File: config.mk
export PLATFORM = sky130hd
export DESIGN_NAME = ssbr_scan
export DESIGN_NICKNAME = d
export VERILOG_FILES = /design/src/rtl/ssbr_pkg.sv /design/src/rtl/ssbr_scan.sv
export SDC_FILE = /design/constraint.sdc
export NUM_CORES = 1
export LEC_CHECK = 0
export BUFFER_PORTS_ARGS = -buffer_cell sky130_fd_sc_hd__buf_2
export CORE_MARGIN = 2
export CORE_UTILIZATION = 30
export CTS_CLUSTER_DIAMETER = 200
export CTS_CLUSTER_SIZE = 28
export DETAILED_ROUTE_END_ITERATION = 8
export PLACE_DENSITY = 0.6
export SLEW_MARGIN = 0
export SYNTH_ARGS = -nofsm -noshare
export SYNTH_HDL_FRONTEND = slang
export SYNTH_SLANG_ARGS = --single-unit
export TNS_END_PERCENT = 10
File: constraint.sdc
create_clock -name clk -period 2.97 [get_ports clk]
set_input_delay 0.594 -clock clk [delete_from_list [all_inputs] [get_ports clk]]
set_output_delay 0.594 -clock clk [all_outputs]
set_load 0.005 [all_outputs]
File: src/rtl/ssbr_pkg.sv
package ssbr_pkg;

    localparam int SET_IDX_W    = 11;
    localparam int WAY_IDX_W    = 5;
    localparam int ADDR_IN_W    = 48;
    localparam int RR_W         = 2;
    localparam int CONF_W       = 2;
    localparam int CFG_IDX_W    = 2;
    localparam int CFG_DATA_W   = 2;

    localparam int DEF_NUM_SETS  = 2048;
    localparam int DEF_NUM_WAYS  = 16;
    localparam int DEF_ADDR_BITS = 48;

    localparam logic [RR_W-1:0]   RR_MAX   = 2'd3;
    localparam logic [CONF_W-1:0] CONF_MAX = 2'd3;

    localparam logic [CFG_DATA_W-1:0] THRESHOLD_RST = 2'd2;
    localparam logic [CFG_DATA_W-1:0] INSERT_RST    = 2'd2;

    localparam logic [CFG_IDX_W-1:0] CFG_BYPASS_THRESHOLD  = 2'd0;
    localparam logic [CFG_IDX_W-1:0] CFG_MISS_INSERT_VALUE = 2'd1;

    localparam logic OP_VICTIM = 1'b0;
    localparam logic OP_UPDATE = 1'b1;

    typedef struct packed {
        logic                 done;
        logic [RR_W-1:0]      top;
        logic [WAY_IDX_W-1:0] way;
    } scan_stat_t;

    typedef struct packed {
        logic [CONF_W-1:0] conf;
        logic              streaming;
    } stride_res_t;

endpackage

File: src/rtl/ssbr_scan.sv
module ssbr_scan #(
    parameter int NUM_WAYS = ssbr_pkg::DEF_NUM_WAYS
) (
    input  logic                              clk,
    input  logic                              rst_n,
    input  logic                              start,
    input  logic [ssbr_pkg::RR_W*NUM_WAYS-1:0] row,
    output ssbr_pkg::scan_stat_t              stat
);

    import ssbr_pkg::*;

    localparam int WAY_W = $clog2(NUM_WAYS);

    logic             busy_reg;
    logic             done_reg;
    logic [WAY_W-1:0] cnt_reg;
    logic [RR_W-1:0]  top_reg;
    logic [WAY_W-1:0] idx_reg;
    logic [RR_W-1:0]  val;
    logic             last;

    assign val  = row[cnt_reg*RR_W +: RR_W];
    assign last = (cnt_reg == WAY_W'(NUM_WAYS - 1));

    // max search, first way holding the max wins
    always_ff @(posedge clk or negedge rst_n)
    begin
        if (!rst_n)
        begin
            busy_reg <= 1'b0;
            done_reg <= 1'b0;
        end
        else
        begin
            done_reg <= busy_reg && last;
            if (start)
            begin
                busy_reg <= 1'b1;
            end
            else if (busy_reg && last)
            begin
                busy_reg <= 1'b0;
            end
        end
    end

    always_ff @(posedge clk)
    begin
        if (start)
        begin
            cnt_reg <= '0;
            top_reg <= '0;
            idx_reg <= '0;
        end
        else if (busy_reg)
        begin
            cnt_reg <= cnt_reg + WAY_W'(1);
            if (val > top_reg)
            begin
                top_reg <= val;
                idx_reg <= cnt_reg;
            end
        end
    end

    assign stat.done = done_reg;
    assign stat.top  = top_reg;
    assign stat.way  = WAY_IDX_W'(idx_reg);

endmodule

==> results.py <==
metrics = {
    "status": {
        "status": "completed",
    },
    "placement": {
        "place_congestion": 0.7920,
        "hpwlAfterDp_um": 1399,
        "dp_slack_ns": 0.004045,
        "port_buffers": 41,
        "place_area_um2": 1042,
    },
    "worst_setup_path": {
        "crit_type": "reg2reg",
        "cp_data_required_time_ns": 3.12,
        "cp_max_fo": 8,
        "crit_arrival_ns": 2.90,
        "crit_path_start": "cnt_reg[0]$_SDFFE_PP0P_",
        "startpoint_type": "register",
        "r2r-start": "cnt_reg[0]$_SDFFE_PP0P_",
        "end_kind": "register",
    },
    "sta": {
        "fin_ws_ns": 0.2176,
        "fmax_ghz": 0.3633,
        "hold_viol_final": 0,
        "maxSlewViolCount": 0,
        "period_needed_ns": 2.752,
        "rsz0062_at_grt": "no",
        "tns_ns": 0,
        "finClkSkew_ns": 0.01131,
        "setup_viol": 0,
        "layout_worst_path_cycle_share_pct": 92.67,
    },
    "clocking": {
        "cts_num_sinks": 12,
        "clk_latency_ns": 0.27,
        "cts-hold-fix-buffers": 0,
        "cts_buffers": 3,
        "clk_path_buf_depth": 2,
        "cts_tree": "yes",
        "cts_setup_buffers": 0,
        "cts_root_buffer": "clkbuf_4",
        "clkTransAtPathRegs_ns": 0.07,
        "ctsResizeCount": 0,
        "cts_max_level": 1,
    },
    "grt": {
        "grt_max_degree": 12,
        "track_usage_pct": 12.32,
        "antenna_found_initial": 0,
        "grt-ovfl-total": 0,
        "first_global_vias": 790,
        "grt_pass1_wl_um": 3105,
    },
    "detailed_routing": {
        "via_count": 724,
        "drcViolationCount": 0,
        "wire_per_inst_um": 11.50,
        "first_pass_iters": 4,
        "drt_wl_total_um": 1690,
        "via_per_inst": 4.925,
        "detail-route-antenna-nets": 0,
        "dr.first_iter.drc_count": 5,
    },
    "synth": {
        "synth_area_per_cell_um2": 10.78,
        "syn_inst": 76,
        "synth_area_um2": 819.5,
        "synth-seq-cells": 12,
        "synth_fp_nets": 114,
        "ys_seq_area_share_pct": 30.53,
        "synth.distinct_cells": 31,
        "ys_warn_count": 0,
    },
    "floorplan": {
        "die_w_um": 56.27,
        "ioPinCount": 43,
        "die_y_um": 56.27,
        "design.core.area_um2": 2522,
        "fp.dieArea_um2": 3166,
        "start_util_pct": 32.49,
        "rows": 18,
    },
    "finish": {
        "drive_gt1_share_pct": 43.59,
        "diodes": 0,
        "finalNetCount": 156,
        "post-route-util_pct": 42.36,
        "area_delta_synth_final_pct": 30.38,
        "design_area_um2": 1069,
        "final_cell_mix": "buf_2 (41), mux2i_1 (10), nor2_1 (10), dfxtp_1 (10), mux4_1 (6)",
        "n_fill_cell": 268,
        "final_common_cell": "buf_2",
    },
    "power": {
        "total_power_mw": 0.5260,
        "ir_drop_uv": 266.1,
        "power_density_nw_per_um2": 492.3,
        "p_leak_nw": 0.5233,
    },
    "hold_path": {
        "hold_class": "in2async",
    },
    "flow_run": {
        "max_cap_viol_count": 0,
    },
}
[where the power goes]
group / switching, mW / internal (mW) / total, mW
clock network: 0.0488 / 0.0519 / 0.101
registers: 0.0183 / 0.183 / 0.201
logic: 0.101 / 0.123 / 0.224
[synth_stat cells]
library cell   n  area share [%]
a21o_1         1            0.92
a21oi_1        2             1.2
a221oi_1       1             1.1
a221oi_2       1             1.8
a22oi_1        1            0.92
a2bb2oi_1      1             1.1
and2_1         1            0.76
and2b_1        1            0.92
buf_2          1            0.61
buf_4          2             1.8
buf_6          1             1.4
clkbuf_1       3             1.4
conb_1         1            0.46
dfrtp_1        2             6.1
dfxtp_1       10              24
ha_1           3             4.6
inv_1          2            0.92
mux2_2         1             1.4
mux2i_1       10              12
mux4_1         6              19
nand2_1        3             1.4
nand3_1        2             1.2
nor2_1        10             4.6
nor2b_1        2             1.5
nor3_1         1            0.61
o211ai_2       1             1.5
o21a_1         1            0.92
o31a_1         1             1.1
or2_2          1            0.76
xnor2_1        2             2.1
xor2_1         1             1.1
[kinds of logic after synthesis]
logic type                 count (synthesis)  synth area share [%]
adders and majority gates                  3                 4.581
xor gates and xnor gates                   3                 3.207
buffers and inverters                      9                 6.106
muxes                                     17                 32.82
and+or+nand+nor                           21                 11.76
AOI/OAI and AO/OA                         10                 10.54
DFF                                       12                 30.53
other                                      1                0.4576
[metrics by stage]
stage | hold slack (ns) | std cells
finish | 0.09233 | 147
global route | 0.08774 | 147
CTS | 0.08170 | 147
detailed placement | 0.3818 | 143
global placement | 0.3786 | 143
floorplan | 0.2984 | 76
[routing by layer]
metal	GRT usage, %	vias up	wire, um
met5	0	-	0
met4	3.741	0	11
met3	4.378	2	121
met2	22.69	32	799
met1	13.01	328	757
li1	-	362	-
[worst paths after layout]
check                           slack (ns)  cells after the start                      end
worst max-delay path                  0.22                      9  idx_reg[3]$_SDFFE_PP0P_
max in group asynchronous             2.78                      1       done_reg$_DFF_PN0_
worst min-delay path                  0.09                      1     busy_reg$_DFFE_PN0P_
min in group clk                      0.50                      2  idx_reg[1]$_SDFFE_PP0P_
worst max register to register        0.22                      9  idx_reg[3]$_SDFFE_PP0P_
worst min register to register        0.50                      2  idx_reg[1]$_SDFFE_PP0P_
[critical path: stages, from the launching register on]
cell      delay, ns
dfxtp_1        0.41
mux4_1         0.56
mux2i_1        0.16
nor2_1         0.07
or2_2          0.29
ha_1           0.30
nor2b_1        0.15
o211ai_2       0.39
mux2i_1        0.24
nor2_1         0.06
[layout make-up]
class | count | area [um2] | area share [%]
clock buffers | 4 | 26.28 | 2.459
repair buffers | 44 | 227.7 | 21.31
multi-input cells | 55 | 519.2 | 48.60
flip-flops and latches | 12 | 250.2 | 23.42
inverters | 2 | 7.507 | 0.7026
well taps | 30 | 37.54 | 3.513
Note: power is estimated with default switching activity, not from simulation.
