`src/rtl/ssbr_pkg.sv`:
```
package ssbr_pkg;

    localparam int SET_IDX_W    = 11;
    localparam int WAY_IDX_W    = 5;
    localparam int ADDR_IN_W    = 48;
    localparam int RR_W         = 2;
    localparam int CONF_W       = 2;
    localparam int CFG_IDX_W    = 2;
    localparam int CFG_DATA_W   = 2;

    localparam int DEF_NUM_SETS  = 2048;
    localparam int DEF_NUM_WAYS  = 16;
    localparam int DEF_ADDR_BITS = 48;

    localparam logic [RR_W-1:0]   RR_MAX   = 2'd3;
    localparam logic [CONF_W-1:0] CONF_MAX = 2'd3;

    localparam logic [CFG_DATA_W-1:0] THRESHOLD_RST = 2'd2;
    localparam logic [CFG_DATA_W-1:0] INSERT_RST    = 2'd2;

    localparam logic [CFG_IDX_W-1:0] CFG_BYPASS_THRESHOLD  = 2'd0;
    localparam logic [CFG_IDX_W-1:0] CFG_MISS_INSERT_VALUE = 2'd1;

    localparam logic OP_VICTIM = 1'b0;
    localparam logic OP_UPDATE = 1'b1;

    typedef struct packed {
        logic                 done;
        logic [RR_W-1:0]      top;
        logic [WAY_IDX_W-1:0] way;
    } scan_stat_t;

    typedef struct packed {
        logic [CONF_W-1:0] conf;
        logic              streaming;
    } stride_res_t;

endpackage

```
`src/rtl/ssbr_stride.sv`:
```
module ssbr_stride #(
    parameter int ADDR_BITS = ssbr_pkg::DEF_ADDR_BITS
) (
    input  logic [ADDR_BITS-1:0]             prev_addr,
    input  logic [ADDR_BITS:0]               prev_delta,
    input  logic [ssbr_pkg::CONF_W-1:0]      conf_in,
    input  logic [ADDR_BITS-1:0]             addr,
    input  logic [ssbr_pkg::CFG_DATA_W-1:0]  threshold,
    output logic [ADDR_BITS:0]               delta,
    output ssbr_pkg::stride_res_t            res
);

    import ssbr_pkg::*;

    logic              repeats;
    logic [CONF_W-1:0] conf;

    assign delta   = {1'b0, addr} - {1'b0, prev_addr};
    assign repeats = (prev_delta != '0) && (delta == prev_delta);

    always_comb
    begin
        conf = conf_in;
        if (repeats)
        begin
            if (conf_in != CONF_MAX)
            begin
                conf = conf_in + CONF_W'(1);
            end
        end
        else if (conf_in != '0)
        begin
            conf = conf_in - CONF_W'(1);
        end
    end

    assign res.conf      = conf;
    assign res.streaming = (conf >= threshold);

endmodule

```
`config.mk`:
```
export PLATFORM = sky130hd
export DESIGN_NAME = ssbr_stride
export DESIGN_NICKNAME = d
export VERILOG_FILES = /design/src/rtl/ssbr_pkg.sv /design/src/rtl/ssbr_stride.sv
export SDC_FILE = /design/constraint.sdc
export NUM_CORES = 1
export LEC_CHECK = 0
export BUFFER_PORTS_ARGS = -buffer_cell sky130_fd_sc_hd__buf_2
export CELL_PAD_IN_SITES_DETAIL_PLACEMENT = 1
export CELL_PAD_IN_SITES_GLOBAL_PLACEMENT = 2
export CORE_AREA = 2 2 148 150
export DETAILED_ROUTE_END_ITERATION = 7
export DIE_AREA = 0 0 150 152
export GPL_TIMING_DRIVEN = 0
export MAX_ROUTING_LAYER = met4
export PLACE_DENSITY = 0.8
export SLEW_MARGIN = 10
export SYNTH_ARGS = -nofsm -noshare
export SYNTH_HDL_FRONTEND = slang
export SYNTH_SLANG_ARGS = --single-unit
export TNS_END_PERCENT = 30
```
`constraint.sdc`:
```
create_clock -name vclk -period 4.1
set_input_delay 0.205 -clock vclk [all_inputs]
set_output_delay 0.205 -clock vclk [all_outputs]
set_load 0.05 [all_outputs]
```
==> summary.txt, run 1 <==
STA
  – Max-slew violations: 0
  – RSZ-0062 raised after global routing: yes
  – Crit share post-route: 114.3%
  – Final setup viols: 3
  – Final hold violations: 0
  – Minimum clock period: 4687 ps
  – Rel. slew slack: slightly below 40%
  – Hold WS: a little over 800 ps
  – Max Freq: 213.4 MHz
  – Tightest Pin Transition: 891.5 ps
  – PnR worst setup slack: -587.0 ps

Outcome
  – Status: finished, violations left
  – Violated checks: negative setup slack

Logic synthesis
  – Sequential fraction of the synthesis area: 0%
  – Post-synth top area share: 12.57%
  – Cell taking the most area after synthesis: ha_1
  – Mapped Area: 0.004979 mm2
  – Synth Net Count: 947
  – Unique masters post-synth: between 60 and 70
  – Post-Syn Instances: approximately 750
  – Yosys Warn Count: 0
  – Synth area leaders: ha_1 13%, xnor2_1 7.7%, a21oi_1 7.4%, xor2_1 5.5%, inv_1 5.1%
  – Synthesized area per cell: 6.665 um2

Floorplanning
  – Rows: 54
  – Top Ports: 201
  – Die ar.: between 0.02 and 0.025 mm2
  – Core Area: approximately 0.021 mm2
  – Chip height: 152 um
  – Die X: 150 um
  – Initial Util: 23.32%

Layout
  – Register Area: 0 um2
  – FILL cells: 2,701
  – Layout cell share with drive strength beyond 1: 40.10%
  – NumNets Final: 1,162
  – Layout clock buffers: 0
  – FFs & Latches: 0
  – Most frequent cells in the layout: 208 x buf_2, 66 x inv_1, 61 x nand2_1
  – Multi-input gate area: 0.005430 mm2
  – ANT cells: 0
  – Core Util, Final: between 30% and 40%
  – Area Growth Syn to Fin: 49.64%
  – Most common cell after layout, fill and taps aside: buf_2

Route
  – Vias per cell: about 5.3
  – DRC Markers: 0
  – Routed Antenna Nets: 0
  – 1st-iter DRT viols: 349
  – Routed wire per std cell: 20.67 um
  – Total Wirelength: 25,630 um
  – Vias: between 6,000 and 7,000
  – DRT Pass-1 Iters: 5

Critical path
  – Type of origin of the critical path: input port
  – Worst setup path end: res[0]
  – CP Max Fanout: 4
  – Crit. Startpoint: addr[0]
  – Worst Setup End Kind: output port
  – Worst EP required: 3890 ps
  – Cell chain of the critical path: buf_8 -> inv_12 -> ha_4 -> fa_2 -> nand2b_4 -> a21bo_4 -> a211o_4 -> a31oi_4 -> a211oi_4 -> o2111a_1 -> or4_4 -> nor4_4 -> nand3_2 -> buf_6 -> nor4_4 -> o21ai_1 -> ha_1 -> nand2b_4 -> a21o_4 -> buf_8
  – CP Class: input port to output port
  – Critical-path top delay cell: or4_4
  – Worst Path Arrival: roughly 4500 ps
  – Worst path max stage delay: around 520 ps

Global routing
  – First-pass GRT wire length: 37,620 um
  – Vias in the first global route: approximately 6,600
  – Remaining Overflow, GRT: 0
  – GRT Util Overall: a little over a fifth
  – Initial antenna violation count: 0
  – Largest net degree at the start of global routing: 11

Placed design
  – Sum of net half-perimeters after detailed placement: 21,920 um
  – Placer Congestion: 0.8927
  – I/O Buffers: 201

Worst hold path
  – Worst hold-check path type: input port to output port
  – Hold_sp: conf_in[0]

Power and ir drop
  – Pwr Total: 1.817 mW
  – Pleak: 3.419 nW
  – PwrDens: 244.0 mW/mm2
  – Worst vdd ir: 112.4 uV

Run
  – Max_cap viols: 0
## area by class of cell
cell class	count	area share (%)
repair buffers	230	17.05
plain buffers	23	1.814
multi-input cells	640	72.89
well taps	280	4.703
inverters	67	3.544
## power breakdown
| part | leakage (nW) | switching [mW] | internal (mW) |
|---|---|---|---|
| Combinational | 3.42 | 1.20 | 0.613 |
| Sequential | 0 | 0 | 0 |
| Clock | 0 | 0 | 0 |
## per-stage QoR
stage	setup slack, ps	TNS (ps)	cell area [um2]	instances
5_1_grt	-718.9	-1253	7450	1240
3_5_place_dp	-1608	-3788	6633	1228
2_1_floorplan	-136.3	-136.3	5276	747
4_1_cts	-626.9	-991.2	6883	1227
3_3_place_gp	-1560	-3677	6633	1228
6_report	-587.0	-880.5	7450	1240
## layer usage
metal | wire [um] | up-vias | GRT usage [%]
met5 | 0 | - | -
met4 | 520 | 0 | 3.729
met3 | 1053 | 30 | 0.8709
met2 | 12190 | 192 | 35.70
met1 | 11870 | 3160 | 29.88
li1 | - | 3161 | -
## worst min-delay path by stage
stage / to / slack, ps / cells past startpoint
final: res[2] / 800 / 3
after CTS: res[2] / 810 / 3
after global placement: delta[0] / 870 / 4
after detailed placement: delta[0] / 880 / 4
after global routing: res[2] / 820 / 3
after floorplan: res[2] / 630 / 1
## critical path: cells and delay by family
| kind | cells | cell delay [ps] |
|---|---|---|
| AO/OA/AOI/OAI | 7 | 1400 |
| adder cells (fa/ha/maj) | 3 | 850 |
| buffers and inverters | 4 | 440 |
| AND/OR/NAND/NOR | 6 | 1550 |
## cells by family after synthesis
| family | synth area share (%) |
|---|---|
| mux | 1.659 |
| compound gates | 30.21 |
| buf+inv | 8.520 |
| fa+ha+maj | 12.97 |
| xor+xnor | 19.70 |
| simple gates | 26.94 |
## cell usage after synthesis, drive strengths merged (6+ instances only)
master and n:
xnor3 7, a21oi 74, a211oi 9, buf 18
nor3 15, xnor2 44, ha 50, inv 67
or3 6, xor2 31, a31oi 11, nand3 21
and2 6, and3 10, mux2i 6, xor3 7
nand2 67, nor4 23, a21o 16, nor2b 11
and4 6, nor2 54, o21a 11, clkbuf 22
o21ai 51, nand4 26
## what timing repair did
item                       4_1_cts  5_1_grt
setup endpoints to repair        3        3
pin swaps                       16       28
setup buffers                   10       19
hold buffers                     0        0
resized for setup               52      107
Note: power is estimated with default switching activity, not from simulation.
==> inputs of run 2 (changes only) <==
Settings changed: CORE_AREA 2 2 148 150 to 2 2 137 139, DIE_AREA 0 0 150 152 to 0 0 139 141, PLACE_DENSITY 0.8 to 0.88.
Clock period 4.1 ns to 6 ns, I/O delays scaled along.
==> summary.txt, run 2 (same netlist as run 1, synthesis figures left out) <==
STA
  – Rel. slew slack: 35.96%
  – Minimum clock period: 5564 ps
  – Setup TNS: 0 ps
  – Final setup viols: 0
  – Tightest Pin Transition: 950.6 ps
  – Hold WS: 1070 ps
  – Crit share post-route: 92.74%
  – RSZ-0062 raised after global routing: no
  – Max-slew violations: 0
  – Final hold violations: 0
  – Max Freq: 179.7 MHz
  – PnR worst setup slack: 435.8 ps

Layout
  – Core Util, Final: 34.38%
  – Area Growth Syn to Fin: 26.16%
  – Layout cell share with drive strength beyond 1: 25.00%
  – Most frequent cells in the layout: 219 x buf_2, 73 x a21oi_1, 67 x inv_1, 67 x nand2_1, 54 x nor2_1
  – FFs & Latches: 0
  – Layout clock buffers: 0
  – Layout Cells excl Fill: between 1,000 and 1,500
  – Post-route cell area: 0.006281 mm2
  – Most common cell after layout, fill and taps aside: buf_2
  – NumNets Final: 1,150
  – ANT cells: 0
  – Register Area: 0 um2

Placed design
  – Post-placement cell area: 0.006277 mm2
  – Setup WS pre-CTS: 278.2 ps
  – DP Cell Count: around 1,200
  – I/O Buffers: 201
  – Sum of net half-perimeters after detailed placement: between 20,000 and 25,000 um
  – Placer Congestion: between 0.9 and 1

Run
  – Max_cap viols: 0

Critical path
  – Worst setup path end: res[0]
  – CP Max Fanout: 8
  – Worst EP required: 5700 ps
  – CP Class: input port to output port
  – Type of origin of the critical path: input port
  – Worst Path Arrival: ~5300 ps
  – Worst Setup End Kind: output port
  – Crit. Startpoint: prev_addr[18]

Route
  – Met3 wire length: approximately 1500 um
  – Vias: 6,464
  – Routed wire per std cell: 19.59 um
  – Routed Antenna Nets: 0
  – DRT Pass-1 Iters: 4
  – DRC Markers: 0
  – Vias per cell: 5.469
  – Met2 wire len: approximately 11,000 um
  – WL met1: about 10,000 um
  – 1st-iter DRT viols: between 400 and 500
  – Total Wirelength: 23,150 um
  – Max Used Layer: met4

Global routing
  – GRT Util Overall: 23.16%
  – First-pass GRT wire length: 35,510 um
  – Remaining Overflow, GRT: 0
  – Initial antenna violation count: 0
  – Vias in the first global route: roughly 6,500
  – Largest net degree at the start of global routing: 11

Floorplanning
  – Rows: 50
  – Die ar.: 0.01960 mm2
  – Chip height: 141 um
  – Die X: 139 um
  – Initial Util: 27.25%
  – Top Ports: around 200
  – Core Area: roughly 0.018 mm2

Power and ir drop
  – Worst vdd ir: approximately 86 uV
  – Pleak: 3.056 nW
  – PwrDens: 170.3 mW/mm2
  – Pwr Total: 1.070 mW

Worst hold path
  – Worst Hold Depth: 4
  – Worst hold-check path type: input port to output port

Clock network
  – Hold-fix buffers, CTS: 0

Outcome
  – Status: finished clean
[run 2: cell types whose count changed in the layout (fill, tap and decap cells not counted), sizes merged]
| cell | change |
|---|---|
| buf | -29 |
| clkbuf | +17 |
[run 2: worst max-delay path, cell delays in order]
cell      delay, ps
buf_2            80
inv_1            30
ha_1            260
buf_2           200
a21oi_1         170
o21ai_1         580
a21oi_2         270
and3_1          220
or4_1           520
nor4b_1         470
nand4b_1        190
nor4_1          550
nand2_1         100
nor4_1          410
o21ai_1         120
ha_1            280
nand2b_1        140
a21o_1          170
buf_2           200
[run 2: cell type report]
type | count | area (um2)
tap | 234 | 292.8
timing repair buffer | 201 | 1006
buffer | 40 | 172.7
multi-input combinational | 640 | 4558
inverter | 67 | 251.5
fill | 2451 | 11990
[run 2: per-layer routing]
metal  vias to the layer above  GRT usage, %
li1                       3131             -
met1                      3067         31.03
met2                       243         38.58
met3                        23         2.921
met4                         0         2.871
met5                         -             -
[run 2: repair_timing]
| item | in CTS | in global routing |
|---|---|---|
| resized for setup | 0 | 3 |
| setup buffers | 0 | 0 |
| hold endpoints to repair | 0 | 0 |
| setup endpoints to repair | 0 | 1 |
[run 2: worst min path at each step]
stage | start | endpoint | slack [ps]
final | prev_addr[0] | delta[0] | 1070
after detailed placement | prev_addr[0] | delta[0] | 1070
after CTS | prev_addr[0] | delta[0] | 1070
after global placement | prev_addr[0] | delta[0] | 1070
after global routing | prev_addr[0] | delta[0] | 1090
after floorplan | prev_addr[0] | delta[0] | 940
[run 2: power by group]
part	total, mW	internal [mW]	switching (mW)
registers	0	0	0
clock network	0	0	0
logic	1.07	0.331	0.739
