$ cat config.mk
export PLATFORM = sky130hd
export DESIGN_NAME = ssbr_ram
export DESIGN_NICKNAME = d
export VERILOG_FILES = /design/src/rtl/ssbr_ram.sv
export SDC_FILE = /design/constraint.sdc
export NUM_CORES = 1
export LEC_CHECK = 0
export ABC_AREA = 1
export BUFFER_PORTS_ARGS = -buffer_cell sky130_fd_sc_hd__buf_4
export CAP_MARGIN = 15
export CORE_AREA = 3 3 133 135
export DETAILED_ROUTE_END_ITERATION = 12
export DIE_AREA = 0 0 136 138
export GPL_TIMING_DRIVEN = 0
export PLACE_DENSITY = 0.51
export SLEW_MARGIN = 5
export SYNTH_ARGS = -nofsm -noshare
export SYNTH_HDL_FRONTEND = slang
export SYNTH_SLANG_ARGS = --single-unit
export TNS_END_PERCENT = 5
$ cat constraint.sdc
create_clock -name clk -period 1.3 [get_ports clk]
set_input_delay 0.13 -clock clk [delete_from_list [all_inputs] [get_ports clk]]
set_output_delay 0.13 -clock clk [all_outputs]
set_load 0.01 [all_outputs]
$ cat src/rtl/ssbr_ram.sv
module ssbr_ram #(
    parameter int WIDTH = 8,
    parameter int DEPTH = 16
) (
    input  logic                                    clk,
    input  logic                                    we,
    input  logic [(DEPTH > 1 ? $clog2(DEPTH) : 1)-1:0] waddr,
    input  logic [WIDTH-1:0]                        wdata,
    input  logic [(DEPTH > 1 ? $clog2(DEPTH) : 1)-1:0] raddr,
    output logic [WIDTH-1:0]                        rdata
);

    logic [WIDTH-1:0] mem [DEPTH];
    logic [WIDTH-1:0] rdata_reg;

    always_ff @(posedge clk)
    begin
        if (we)
        begin
            mem[waddr] <= wdata;
        end
        rdata_reg <= mem[raddr];
    end

    assign rdata = rdata_reg;

endmodule

==> out/summary.log, run 1 <==
[outcome] result of the run complete, no violations
[critical_path] depth of the worst register-to-register path 6
[power] switching power summed over all nets 0.00236 W
[power] static power due to leakage 2.93 nW
[placement] sum of net half-perimeters after detailed placement 9600 µm
[critical_path] master of the slowest instance on the critical path sky130_fd_sc_hd__nor2_1
[critical_path] CP startpoint kind primary input
[critical_path] r2r startpoint mem[15][3]$_DFFE_PP_
[placement] routability congestion estimate from global placement 0.817
[timing] clk_skew 7.03 ps
[critical_path] WS Path Type primary input to flip-flop
[route] WL final 14900 µm
[grt] first-pass GRT wire length 22200 µm
[placement] cell total after placement 793
[placement] worst setup timing slack at the placement stage -382 ps
[critical_path] biggest fanout along the worst timing path 8
[clocking] CTS tree yes
[hold_path] end point of the most critical hold path mem[3][2]$_DFFE_PP_
[cells_and_area] ratio of cells with drive above 1 in the final layout 12.9%
[timing] RSZ-0062 raised after global routing no
[power] sw frac 22.1%
[cells_and_area] layout net count 610
[route] DRC violations left 0
[timing] max-slew violation count 0
[timing] worst setup slack after layout 85.1 ps
[cells_and_area] highest-count cells in the layout ignoring fill and taps sky130_fd_sc_hd__nand2_1 (173), sky130_fd_sc_hd__edfxtp_1 (128), sky130_fd_sc_hd__inv_1 (100)
[cells_and_area] flip-flop count of the largest register after layout 128
[logic_synthesis] post-synthesis sequential area ratio 69.4%
[timing] period utilisation layout 93.5%
[grt] vias in the first global route 3708
[timing] worst slew margin relative to its limit 31.9%
[clocking] Hold Buf Count CTS 0
[power] overall power of the completed layout 0.0107 W
[timing] final setup vio count 0
[hold_path] type of the worst min-delay path primary input to flip-flop
[route] wire length per cell after detailed routing 18.1 µm
[cells_and_area] final non-filler cell total 825
[clocking] Max Buffers Root-to-Sink 2
[critical_path] crit path from waddr[3]
[timing] Fin. Hold Viols 0
[route] via/cell ratio 4.66
[hold_path] worst hold path depth 1
[cells_and_area] layout-stage area growth over the synthesis result 18.5%
[cells_and_area] Antenna Cells 0
[timing] post-route minimum period 1210 ps
[critical_path] critical path required time 1340 ps
[hold_path] startpoint of the lowest-slack hold path wdata[2]
[die] total die area 0.0188 mm²
[die] height of the die 138 µm
[timing] setup TNS after final layout 0 ps
[critical_path] R2R Setup Slk 260 ps
[clocking] Post CTS Setup Buffer Count 0
[die] Placement Rows 47
[route] number of DRC markers in iteration 0 341
[grt] grt ovf 0
[clocking] worst skew pair latency 430 ps
[route] first-pass iteration count of the detailed router 5
[critical_path] Worst path max stage delay 790 ps
[placement] Port-buffer cells 22
[logic_synthesis] instance count of the mapped netlist 551
[grt] number of antenna violations at the first check in global routing 0
[critical_path] endpoint of the worst register-to-register path rdata[3]$_DFF_P_
[timing] maximum clock frequency 823 MHz
[grt] pin count of the biggest net entering global routing 17
[clocking] number of CTS-inserted buffers 17
[flow_run] maximum capacitance violations 0
[clocking] post_cts resized 0
[logic_synthesis] post-synth cell types 12
[critical_path] critical-path cell list buf_4 > nand3b_1 > nor2_1
[logic_synthesis] net count after synthesis 569
[clocking] post-CTS clock slew at the launch and capture registers of the worst setup and hold paths 60 ps
[clocking] cell at the root of the clock tree sky130_fd_sc_hd__clkbuf_16
[die] Initial Utilization 34.8%
[power] cell internal power dissipation 0.00833 W
[logic_synthesis] Mapped Area 0.00577 mm²
[logic_synthesis] number of warnings issued by yosys 0
[die] width of the die 136 µm
[timing] slew at the pin closest to its max-slew limit 1020 ps
[clocking] CTS H-tree depth 4
[die] Std-Cell Core Area 0.0166 mm²
[logic_synthesis] Syn Area/Cell 10.5 µm²
[route] final antenna-violating net count 0
[power] portion of total power attributed to combinational logic 6.4%
[critical_path] endpoint class of the critical path flip-flop
[power] power per unit of standard cell area 1560 mW/mm²
[power] power share of the sequential group 46.1%
[logic_synthesis] number of flip-flops and latches in the synthesized netlist 136
[cells_and_area] core occupancy in the finished layout 41.2%
[critical_path] Worst Path Arrival 1260 ps
[clocking] total clock sinks 136
[grt] overall fraction of global-route tracks in use 16.4%
[power] Clock Power Share 47.5%
[cells_and_area] most common cell after layout, fill and taps aside sky130_fd_sc_hd__nand2_1
[route] number of vias after detailed routing 3841
[power] maximum vdd drop 0.897 mV
[die] top-level I/O count 26
==> worst max-delay path: cells and delay by family <==
family	cells	cell delay (ps)
buf+inv	1	120
simple gates	2	1000
==> area by class of cell <==
| type | instances | area (µm²) |
|---|---|---|
| timing repair buffer | 22 | 165 |
| clock inverter | 15 | 201 |
| clock buffer | 17 | 425 |
| multi-input combinational | 289 | 1210 |
| inverter | 102 | 383 |
| fill | 1617 | 9750 |
| buffer | 24 | 166 |
| sequential | 136 | 4000 |
| tap | 220 | 275 |
==> logic make-up after synthesis <==
kind of cell,after synthesis,synth area share (%)
buf+inv,126,9.52
flops,136,69.4
simple gates,289,21.0
==> metal layers <==
| metal | track usage [%] | share of wire (%) | up-vias | routed length [µm] |
|---|---|---|---|---|
| met5 | 0 | 0 | - | 0 |
| met1 | 22.3 | 45 | 1847 | 6660 |
| met4 | 6.74 | 2.4 | 0 | 354 |
| met3 | 3.49 | 5.5 | 22 | 815 |
| met2 | 25.5 | 48 | 109 | 7090 |
| li1 | - | - | 1863 | - |
==> cell usage after synthesis <==
library cell / number / area, µm²
sky130_fd_sc_hd__buf_2: 13 / 65.1
sky130_fd_sc_hd__nand3b_1: 2 / 15.0
sky130_fd_sc_hd__buf_4: 4 / 30.0
sky130_fd_sc_hd__nand2_1: 173 / 649
sky130_fd_sc_hd__buf_1: 1 / 3.75
sky130_fd_sc_hd__inv_2: 2 / 7.51
sky130_fd_sc_hd__inv_1: 100 / 375
sky130_fd_sc_hd__nor2_1: 17 / 63.8
sky130_fd_sc_hd__edfxtp_1: 128 / 3840
sky130_fd_sc_hd__dfxtp_1: 8 / 160
sky130_fd_sc_hd__nand3_1: 97 / 485
sky130_fd_sc_hd__buf_6: 6 / 67.6
==> worst max-delay path by stage <==
stage,endpoint,slack [ps],depth (start not counted)
3_3_place_gp,mem[13][6]$_DFFE_PP_,-330,4
5_1_grt,mem[4][4]$_DFFE_PP_,20,3
3_5_place_dp,mem[7][1]$_DFFE_PP_,-380,3
2_1_floorplan,mem[10][0]$_DFFE_PP_,220,2
4_1_cts,mem[13][3]$_DFFE_PP_,80,4
6_report,mem[4][3]$_DFFE_PP_,90,3
==> power by group through the flow <==
stage	combinational [W]	clock (W)	sequential, W
2_1_floorplan	0.000346	0	0.00503
3_3_place_gp	0.000676	0	0.00502
3_5_place_dp	0.000682	0	0.00502
4_1_cts	0.000684	0.00514	0.00493
5_1_grt	0.000747	0.00533	0.00493
6_report	0.000682	0.00508	0.00493
==> metrics by stage <==
step / area, µm² / hold slack [ps]
4_1_cts: 6830 / 26.7
3_5_place_dp: 6210 / 471
5_1_grt: 6830 / 35.7
6_report: 6830 / 33.8
2_1_floorplan: 5770 / 229
3_3_place_gp: 6210 / 464
No activity file was read; power rests on OpenSTA's default activity.
==> inputs of run 2 (changes only) <==
- PLACE_DENSITY: 0.51 -> default
==> out/summary.log, run 2 (synthesized netlist as in run 1, its figures left out) <==
[power] static power due to leakage 2.89 nW
[power] overall power of the completed layout 0.00992 W
[clocking] Hold Buf Count CTS 0
[timing] clk_skew 5.56 ps
[critical_path] crit path from waddr[3]
[placement] cell total after placement 793
[grt] overall fraction of global-route tracks in use 15.9%
[timing] Fin. Hold Viols 0
[clocking] worst skew pair latency 420 ps
[die] Placement Rows 47
[route] wire length per cell after detailed routing 17.3 µm
[die] Initial Utilization 34.8%
[clocking] total clock sinks 136
[placement] Port-buffer cells 22
[placement] sum of net half-perimeters after detailed placement 9250 µm
[timing] slew at the pin closest to its max-slew limit 1050 ps
[timing] final setup vio count 0
[timing] post-route minimum period 1260 ps
[route] first-pass iteration count of the detailed router 5
[critical_path] Worst Path Arrival 1300 ps
[grt] pin count of the biggest net entering global routing 17
[cells_and_area] most common cell after layout, fill and taps aside sky130_fd_sc_hd__nand2_1
[timing] worst slew margin relative to its limit 29.9%
[grt] first-pass GRT wire length 21900 µm
[critical_path] CP startpoint kind primary input
[timing] maximum clock frequency 791 MHz
[clocking] post-CTS clock slew at the launch and capture registers of the worst setup and hold paths 50 ps
[timing] RSZ-0062 raised after global routing yes
[cells_and_area] layout net count 610
[route] number of vias after detailed routing 3862
[flow_run] maximum capacitance violations 0
[cells_and_area] Antenna Cells 0
[cells_and_area] highest-count cells in the layout ignoring fill and taps sky130_fd_sc_hd__nand2_1 (173), sky130_fd_sc_hd__edfxtp_1 (128), sky130_fd_sc_hd__inv_1 (100)
[die] Std-Cell Core Area 0.0166 mm²
[timing] max-slew violation count 0
[route] final antenna-violating net count 0
[die] top-level I/O count 26
[clocking] cell at the root of the clock tree sky130_fd_sc_hd__clkbuf_16
[hold_path] type of the worst min-delay path primary input to flip-flop
[power] maximum vdd drop 0.930 mV
[die] total die area 0.0188 mm²
[cells_and_area] final non-filler cell total 825
[cells_and_area] flip-flop count of the largest register after layout 128
[clocking] CTS tree yes
[route] via/cell ratio 4.68
[power] power per unit of standard cell area 1470 mW/mm²
[route] DRC violations left 0
[grt] vias in the first global route 3731
[die] height of the die 138 µm
[critical_path] critical path required time 1340 ps
[placement] routability congestion estimate from global placement 0.837
[clocking] Max Buffers Root-to-Sink 2
[critical_path] WS Path Type primary input to flip-flop
[clocking] CTS H-tree depth 4
[critical_path] R2R Setup Slk 260 ps
[critical_path] Setup crit end mem[4][3]$_DFFE_PP_
[clocking] number of CTS-inserted buffers 17
[clocking] post_cts resized 0
[grt] number of antenna violations at the first check in global routing 0
[cells_and_area] ratio of cells with drive above 1 in the final layout 11.9%
[die] width of the die 136 µm
[critical_path] depth of the worst register-to-register path 6
[outcome] result of the run complete, no violations
[cells_and_area] total of fill cells in the finished design 1606
[critical_path] endpoint of the worst register-to-register path rdata[2]$_DFF_P_
[timing] period utilisation layout 97.3%
[timing] setup TNS after final layout 0 ps
[route] number of DRC markers in iteration 0 380
[route] WL final 14300 µm
[grt] grt ovf 0
[critical_path] biggest fanout along the worst timing path 8
[critical_path] r2r startpoint mem[11][2]$_DFFE_PP_
[cells_and_area] layout-stage area growth over the synthesis result 16.7%
[critical_path] endpoint class of the critical path flip-flop
==> run 2: critical path: stages <==
cell                       delay [ps]
sky130_fd_sc_hd__buf_4            120
sky130_fd_sc_hd__nand3b_1         220
sky130_fd_sc_hd__nor2_1           830
==> run 2: area by class of cell <==
type                            count  area (µm²)  share of cell area (%)
Sequential cell                   136        4000                    59.5
Buffer                             24         166                    2.47
Timing Repair Buffer               22         165                    2.45
Multi-Input combinational cell    289        1210                    18.0
Clock inverter                     11        82.6                    1.23
Inverter                          102         383                    5.69
Tap cell                          220         275                    4.09
Clock buffer                       21         440                    6.54
==> run 2: worst min path at each step <==
stage	startpoint	endpoint	slack, ps	cells after the start
finish	wdata[2]	mem[5][2]$_DFFE_PP_	40	1
CTS	wdata[2]	mem[5][2]$_DFFE_PP_	30	1
global route	wdata[2]	mem[5][2]$_DFFE_PP_	50	1
global placement	wdata[2]	mem[4][2]$_DFFE_PP_	470	1
detailed placement	wdata[2]	mem[5][2]$_DFFE_PP_	470	1
floorplan	wdata[0]	mem[0][0]$_DFFE_PP_	230	0
==> run 2: power by group <==
group,total [W],switching [W],internal [W]
Combinational,0.000677,0.000461,0.000216
Sequential,0.00493,0.0000255,0.00490
Clock,0.00431,0.00173,0.00259
Total,0.00992,0.00221,0.00771
==> run 2: timing repair <==
action | 4_1_cts | 5_1_grt
setup endpoints to repair | 0 | 9
setup buffers | 0 | 0
hold endpoints to repair | 0 | 0
==> run 2: routing by layer <==
metal	track usage, %	wire, µm
met1	22.4	6430
met2	23.1	6470
met3	3.60	866
met4	8.12	497
met5	0	0
==> run 2: through the flow <==
step / utilization [%] / area [µm²] / setup WS [ps] / hold WS [ps]
final: 40.6 / 6730 / 35.1 / 40.1
after global placement: 37.4 / 6210 / -385 / 465
after floorplan: - / 5770 / 219 / 229
after detailed placement: 37.4 / 6210 / -416 / 475
after CTS: 40.6 / 6730 / 29.3 / 31.4
after global routing: 40.6 / 6730 / -28.6 / 47.7
